File: src/rtl/core/mexp_pkg.sv
// Shared types and constants for the modular exponentiation block.
// No dependencies; imported by mexp_mulmod and modular_exponentiation_32.
package mexp_pkg;

  localparam int BASE_W    = 32;
  localparam int EXP_W     = 32;
  localparam int MOD_W     = 31;
  localparam int CFG_IDX_W = 1;
  localparam int MUL_STEPS = BASE_W;
  localparam int CNT_W     = $clog2(MUL_STEPS);

  localparam logic [CFG_IDX_W-1:0] REG_EXPONENT = 1'b0;
  localparam logic [CFG_IDX_W-1:0] REG_MODULUS  = 1'b1;

  typedef struct packed {
    logic              start;
    logic [BASE_W-1:0] a;
    logic [MOD_W-1:0]  b;
  } mul_req_t;

  typedef struct packed {
    logic             busy;
    logic             done;
    logic [MOD_W-1:0] product;
  } mul_rsp_t;

endpackage

File: src/rtl/core/mexp_mulmod.sv
// Bit-serial modular multiplier: a * b mod m, one bit of a per cycle, MSB first.
// Depends on mexp_pkg; b must be below m, a is any 32-bit word.
module mexp_mulmod (
  input  logic                       clk,
  input  logic                       rst,
  input  logic [mexp_pkg::MOD_W-1:0] modulus,
  input  mexp_pkg::mul_req_t         req,
  output mexp_pkg::mul_rsp_t         rsp
);
  import mexp_pkg::*;

  localparam logic [CNT_W-1:0] LastStep = CNT_W'(MUL_STEPS - 1);

  logic [BASE_W-1:0] a_sh;
  logic [MOD_W-1:0]  b_reg;
  logic [MOD_W-1:0]  acc;
  logic [MOD_W-1:0]  acc_next;
  logic [CNT_W-1:0]  cnt;
  logic              busy;
  logic              done;

  logic [MOD_W+1:0]  t;
  logic [MOD_W+2:0]  d1;
  logic [MOD_W+2:0]  d2;

  always_comb begin
    t  = {1'b0, acc, 1'b0} + (a_sh[BASE_W-1] ? {2'b00, b_reg} : '0);
    d1 = {1'b0, t} - {3'b000, modulus};
    d2 = {1'b0, t} - {2'b00, modulus, 1'b0};
    if (!d2[MOD_W+2]) begin
      acc_next = d2[MOD_W-1:0];
    end else if (!d1[MOD_W+2]) begin
      acc_next = d1[MOD_W-1:0];
    end else begin
      acc_next = t[MOD_W-1:0];
    end
  end

  always_ff @(posedge clk) begin
    if (rst) begin
      busy <= 1'b0;
      done <= 1'b0;
      cnt  <= '0;
    end else begin
      done <= 1'b0;
      if (req.start) begin
        busy  <= 1'b1;
        cnt   <= '0;
        a_sh  <= req.a;
        b_reg <= req.b;
        acc   <= '0;
      end else if (busy) begin
        acc  <= acc_next;
        a_sh <= {a_sh[BASE_W-2:0], 1'b0};
        cnt  <= cnt + CNT_W'(1);
        if (cnt == LastStep) begin
          busy <= 1'b0;
          done <= 1'b1;
        end
      end
    end
  end

  assign rsp.busy    = busy;
  assign rsp.done    = done;
  assign rsp.product = acc;

endmodule

File: src/rtl/core/modular_exponentiation_32.sv
// Top level of the modular exponentiation block: config registers, sequencer, output word.
// Depends on mexp_pkg and mexp_mulmod.
//
// Each base word returns base ^ exponent mod modulus by right-to-left square and
// multiply. All products go through one bit-serial modular multiplier. A word
// takes one product to reduce the base, one per set bit of e and one squaring per
// bit below the top set bit of e, where e is the exponent cut to WORD_BITS bits.
// An exponent of zero gives 1 and a modulus of zero gives 0, without the multiplier.
// One word is worked at a time; the next base is taken as soon as the result sits in
// the output register, even while that result is still stalled.
module modular_exponentiation_32 #(
  parameter int WORD_BITS = 32
) (
  input  logic                           clk,
  input  logic                           rst,
  input  logic                           write_enable,
  input  logic [mexp_pkg::CFG_IDX_W-1:0] register_index,
  input  logic [mexp_pkg::EXP_W-1:0]     write_data,
  input  logic                           in_valid,
  output logic                           in_stall,
  input  logic [mexp_pkg::BASE_W-1:0]    base,
  output logic                           out_valid,
  input  logic                           out_stall,
  output logic [mexp_pkg::MOD_W-1:0]     power_result
);
  import mexp_pkg::*;

  localparam int EffBits = (WORD_BITS < EXP_W) ? WORD_BITS : EXP_W;
  localparam logic [EXP_W-1:0] WordMask = EXP_W'((64'(1) << EffBits) - 64'(1));

  typedef enum logic [5:0] {
    S_IDLE = 6'b000001,
    S_RED  = 6'b000010,
    S_BIT  = 6'b000100,
    S_MUL  = 6'b001000,
    S_SQR  = 6'b010000,
    S_DONE = 6'b100000
  } state_t;

  state_t            state;
  logic [EXP_W-1:0]  exponent;
  logic [MOD_W-1:0]  modulus;
  logic [EXP_W-1:0]  e_reg;
  logic [MOD_W-1:0]  acc;
  logic [MOD_W-1:0]  sq;
  logic [EXP_W-1:0]  e_masked;
  logic              e_last;
  mul_req_t          mul_req;
  mul_rsp_t          mul_rsp;

  assign e_masked = exponent & WordMask;
  assign e_last   = (e_reg[EXP_W-1:1] == '0);
  assign in_stall = (state != S_IDLE);

  always_ff @(posedge clk) begin
    if (rst) begin
      exponent <= EXP_W'(1);
      modulus  <= MOD_W'(1);
    end else if (write_enable) begin
      case (register_index)
        REG_EXPONENT: exponent <= write_data;
        REG_MODULUS:  modulus  <= write_data[MOD_W-1:0];
        default: ;
      endcase
    end
  end

  mexp_mulmod u_mulmod (
    .clk     (clk),
    .rst     (rst),
    .modulus (modulus),
    .req     (mul_req),
    .rsp     (mul_rsp)
  );

  always_ff @(posedge clk) begin
    if (rst) begin
      state         <= S_IDLE;
      out_valid     <= 1'b0;
      mul_req.start <= 1'b0;
    end else begin
      mul_req.start <= 1'b0;
      if (out_valid && !out_stall) begin
        out_valid <= 1'b0;
      end
      case (state)
        S_IDLE: begin
          if (in_valid) begin
            e_reg <= e_masked;
            acc   <= MOD_W'(1);
            if (e_masked == '0) begin
              state <= S_DONE;
            end else if (modulus == '0) begin
              acc   <= '0;
              state <= S_DONE;
            end else begin
              mul_req.start <= 1'b1;
              mul_req.a     <= base & WordMask;
              mul_req.b     <= MOD_W'(1);
              state         <= S_RED;
            end
          end
        end
        S_RED: begin
          if (mul_rsp.done) begin
            sq    <= mul_rsp.product;
            state <= S_BIT;
          end
        end
        S_BIT: begin
          if (e_reg[0]) begin
            mul_req.start <= 1'b1;
            mul_req.a     <= BASE_W'(acc);
            mul_req.b     <= sq;
            state         <= S_MUL;
          end else if (e_last) begin
            state <= S_DONE;
          end else begin
            mul_req.start <= 1'b1;
            mul_req.a     <= BASE_W'(sq);
            mul_req.b     <= sq;
            e_reg         <= e_reg >> 1;
            state         <= S_SQR;
          end
        end
        S_MUL: begin
          if (mul_rsp.done) begin
            acc <= mul_rsp.product;
            if (e_last) begin
              state <= S_DONE;
            end else begin
              mul_req.start <= 1'b1;
              mul_req.a     <= BASE_W'(sq);
              mul_req.b     <= sq;
              e_reg         <= e_reg >> 1;
              state         <= S_SQR;
            end
          end
        end
        S_SQR: begin
          if (mul_rsp.done) begin
            sq    <= mul_rsp.product;
            state <= S_BIT;
          end
        end
        S_DONE: begin
          if (!out_valid || !out_stall) begin
            power_result <= acc;
            out_valid    <= 1'b1;
            state        <= S_IDLE;
          end
        end
        default: state <= S_IDLE;
      endcase
    end
  end

  a_start_busy: assert property (@(posedge clk) disable iff (rst)
    mul_req.start |=> mul_rsp.busy)
    else $error("multiplier did not start");

  a_out_from_done: assert property (@(posedge clk) disable iff (rst)
    $rose(out_valid) |-> $past(state == S_DONE))
    else $error("result word raised outside the finish state");

  a_accept_leaves_idle: assert property (@(posedge clk) disable iff (rst)
    (in_valid && !in_stall) |=> (state != S_IDLE))
    else $error("accepted word left the sequencer idle");

  a_done_expected: assert property (@(posedge clk) disable iff (rst)
    mul_rsp.done |-> (state == S_RED || state == S_MUL || state == S_SQR))
    else $error("product finished with no waiting step");

endmodule
File: config.mk
export PLATFORM = sky130hd
export DESIGN_NAME = modular_exponentiation_32
export DESIGN_NICKNAME = d
export VERILOG_FILES = /design/src/rtl/core/mexp_pkg.sv /design/src/rtl/core/mexp_mulmod.sv /design/src/rtl/core/modular_exponentiation_32.sv
export SDC_FILE = /design/constraint.sdc
export NUM_CORES = 1
export LEC_CHECK = 0
export ABC_AREA = 0
export ABC_CLOCK_PERIOD_IN_PS = 8300
export BUFFER_PORTS_ARGS = -buffer_cell sky130_fd_sc_hd__buf_2
export CAP_MARGIN = 5
export CORE_MARGIN = 10
export CORE_UTILIZATION = 60
export DETAILED_ROUTE_END_ITERATION = 8
export MAX_ROUTING_LAYER = met4
export PLACE_DENSITY = 0.75
export SLEW_MARGIN = 20
export SYNTH_ARGS = -nofsm -noshare
export SYNTH_HDL_FRONTEND = slang
export SYNTH_SLANG_ARGS = --single-unit
export TNS_END_PERCENT = 5
File: constraint.sdc
create_clock -name clk -period 8.3 [get_ports clk]
set_input_delay 1.245 -clock clk [delete_from_list [all_inputs] [get_ports clk]]
set_output_delay 1.245 -clock clk [all_outputs]
set_load 0.05 [all_outputs]
==> metrics.txt <==
cell-internal power=a little over 0.005 W; critical path launch point type=flop; distinct cell type count after synthesis=81; die width=slightly above 200 µm; DP HPWL=37000 µm; async set-reset flop share out of synthesis=0%; TritonCTS Buffers=39; synthesized area per cell=between 10 and 15 µm²; Synth Instances=around 1.8k; Post-CTS Resized=0; initial antenna violation count=0; Final Wtd Congestion=between 0.9 and 1; post-synth top area share=a little over two fifths; Seq pwr share=a little under a third; final non-filler cell total=roughly 2.4k; placed cells=around 2.3k; # H-tree levels=2; Longest Clk Path Bufs=3; Fin. Hold Viols=0; row cnt=66; clk sinks=360; RSZ-0062 raised after global routing=no; peak supply drop=~0.24 mV; CP max-delay cell=nor3_2; most frequent cells in the layout=282 x edfxtp_1, 199 x nand2_1, 148 x a21oi_1; largest net degree at the start of global routing=80; synth top area cells=edfxtp_1 43%, dfxtp_1 7.9%, ha_1 6.0%, nand2_1 3.8%, a21oi_1 3.7%; Yosys top cell by area=edfxtp_1; Die Span Y=between 200 and 250 µm; Setup Crit Path Kind=flop to flop; min Tclk post-route=6.81 ns; Clock power frac=a little under a fifth; drt drc=0; Synth Net Count=between 2k and 2.5k; die area=slightly above 40000 µm²; setup violators final=0; Syn. warnings=0; grt ovf=0; Max FO, Critical Path=31; Cell Pwr Density=between 300 and 400 nW/µm²; All-Layer GR Usage=approximately a quarter; Area Growth Syn to Fin=10.7%; max frequency=~150 MHz; Mapped Area=~20000 µm²; Logic pwr share=between 50 and 60%; via/cell ratio=about 6.3; CTS Hold Bufs=0; Switching Share=roughly two fifths; root buffer cell=clkbuf_16; predominant post-synthesis flop cell=edfxtp_1; Clock Latency Late Sink=about 0.55 ns; Worst Skew=about 0.023 ns; status=complete, no violations; P_sw=about 0.0036 W; final max-slew violation count=0; number of port buffers=just over 100; Hold Crit Class=flop to flop; Worst EP arrival=~7.2 ns; IO Count=103; Crit. End Element=flop; vias in the first global route=roughly 14k; final worst path period share=82.1%; static leakage=between 8 and 9 nW; worst-margin pin slew=about 1.1 ns; layout cells sized above 1=13.0%; Largest register FFs=64; Biggest register=mul_req; WL final=~50000 µm; CP max stage delay=around 0.9 ns; ant diodes=0; ANT nets after route=0; first-pass GRT wire length=~80000 µm; Post-synth EDFFs=between 200 and 300; Final nets=between 2k and 2.5k; Vias=15.1k; core area=32500 µm²; CTS tree=done; post-synthesis sequential area ratio=between 50 and 60%; max_slew headroom=about a quarter; setup bufs post-CTS=0; commonest non-fill, non-tap cell in the layout=edfxtp_1; filler cell count=2586; cells along the critical path=and2_1 -> ha_1 -> inv_1 -> fa_1 -> nand2b_1 -> a21oi_1 -> o211ai_1 -> a21boi_0 -> o21ai_0 -> o311ai_0 -> ha_1 -> and4_1 -> a22o_1 -> nor3_1 -> o31a_4 -> o41ai_4 -> nor3_2 -> o21ai_0 -> a311oi_1; Total Neg Setup Slack=0 ns; Pre-antenna DRT Iters=6; Req. time, crit path=8.66 ns; First DRT Iteration DRCs=1477; MaxCap Viol Count=0; clock transition at the registers of the reported paths=around 0.06 ns; wire per inst=about 21 µm; initial core utilization=about three fifths; flops & latches, synth=360
-- layout make-up --
| cell class | instances | area (µm²) | area share, % |
|---|---|---|---|
| sequential | 360 | 10000 | 45.9 |
| multi-input combinational | 1322 | 9150 | 41.8 |
| clock buffer | 47 | 1010 | 4.60 |
| timing repair buffer | 126 | 691 | 3.16 |
| tap | 442 | 553 | 2.53 |
| inverter | 65 | 244 | 1.12 |
| clock inverter | 20 | 199 | 0.909 |
-- power by group through the flow --
stage / combinational [W] / sequential, W / clock, W
2_1_floorplan: 0.00333 / 0.00256 / 0
3_3_place_gp: 0.00424 / 0.00263 / 0
3_5_place_dp: 0.00432 / 0.00264 / 0
4_1_cts: 0.00434 / 0.00261 / 0.00168
5_1_grt: 0.00486 / 0.00264 / 0.00175
6_report: 0.00444 / 0.00261 / 0.00165
-- final timing paths --
path | startpoint | to | slack, ns | cells after the start
setup reg to reg | u_mulmod.a_sh[31] | u_mulmod.acc[30] | 1.49 | 19
setup / recovery | u_mulmod.a_sh[31] | u_mulmod.acc[30] | 1.49 | 19
hold reg to reg | mul_req[14] | u_mulmod.b_reg[14] | 0.44 | 0
hold / removal | mul_req[14] | u_mulmod.b_reg[14] | 0.44 | 0
-- Yosys cell counts (10+ instances only) --
cell / number
edfxtp_1: 282
nand2_1: 199
a21oi_1: 148
nor2_1: 111
ha_1: 94
clkbuf_1: 78
dfxtp_1: 78
and2_1: 69
inv_1: 64
a22o_1: 62
mux2i_1: 55
o21ai_0: 53
xnor2_1: 49
a21o_1: 45
a221o_1: 32
mux2_2: 31
nor4_1: 29
nand3_1: 24
nand4_1: 24
xor2_1: 24
a211oi_1: 22
nor3_1: 22
nor2b_1: 15
and3_1: 13
o211ai_1: 13
nand2b_1: 12
o21a_1: 12
a31oi_1: 10
buf_2: 10
or2_2: 10
or3_1: 10
-- logic make-up after synthesis --
group | synth area share, %
fa+ha+maj | 6.26
xor+xnor | 3.24
buf+inv | 3.28
flops | 50.8
mux | 4.55
simple gates | 14.0
compound gates | 18.0
-- worst max-delay path, delay by kind of cell (launching register included) --
family	cells	cell delay (ns)
DFF	1	0.83
adders and majority gates	3	1.03
and+or+nand+nor	5	2.01
buffers and inverters	1	0.06
AOI/OAI and AO/OA	10	2.67
-- per-stage QoR --
| stage | utilization [%] | hold slack (ns) | area, µm² | setup WS [ns] | total power (W) |
|---|---|---|---|---|---|
| floorplan | - | 0.427 | 19800 | 1.25 | 0.00589 |
| global placement | 63.5 | 0.433 | 20700 | 1.93 | 0.00687 |
| detailed placement | 63.5 | 0.435 | 20700 | 1.62 | 0.00696 |
| CTS | 67.2 | 0.446 | 21900 | 1.59 | 0.00863 |
| global route | 67.2 | 0.463 | 21900 | 1.06 | 0.00925 |
| finish | 67.2 | 0.444 | 21900 | 1.49 | 0.00870 |
-- layer usage --
metal	up-vias	part of all wire, %	global-route usage (%)
met1	7287	47	36.2
met2	618	44	37.1
li1	7082	-	-
met4	0	2.3	6.09
met5	-	0	-
met3	93	6.6	3.41
(Power assumes the default switching activity.)
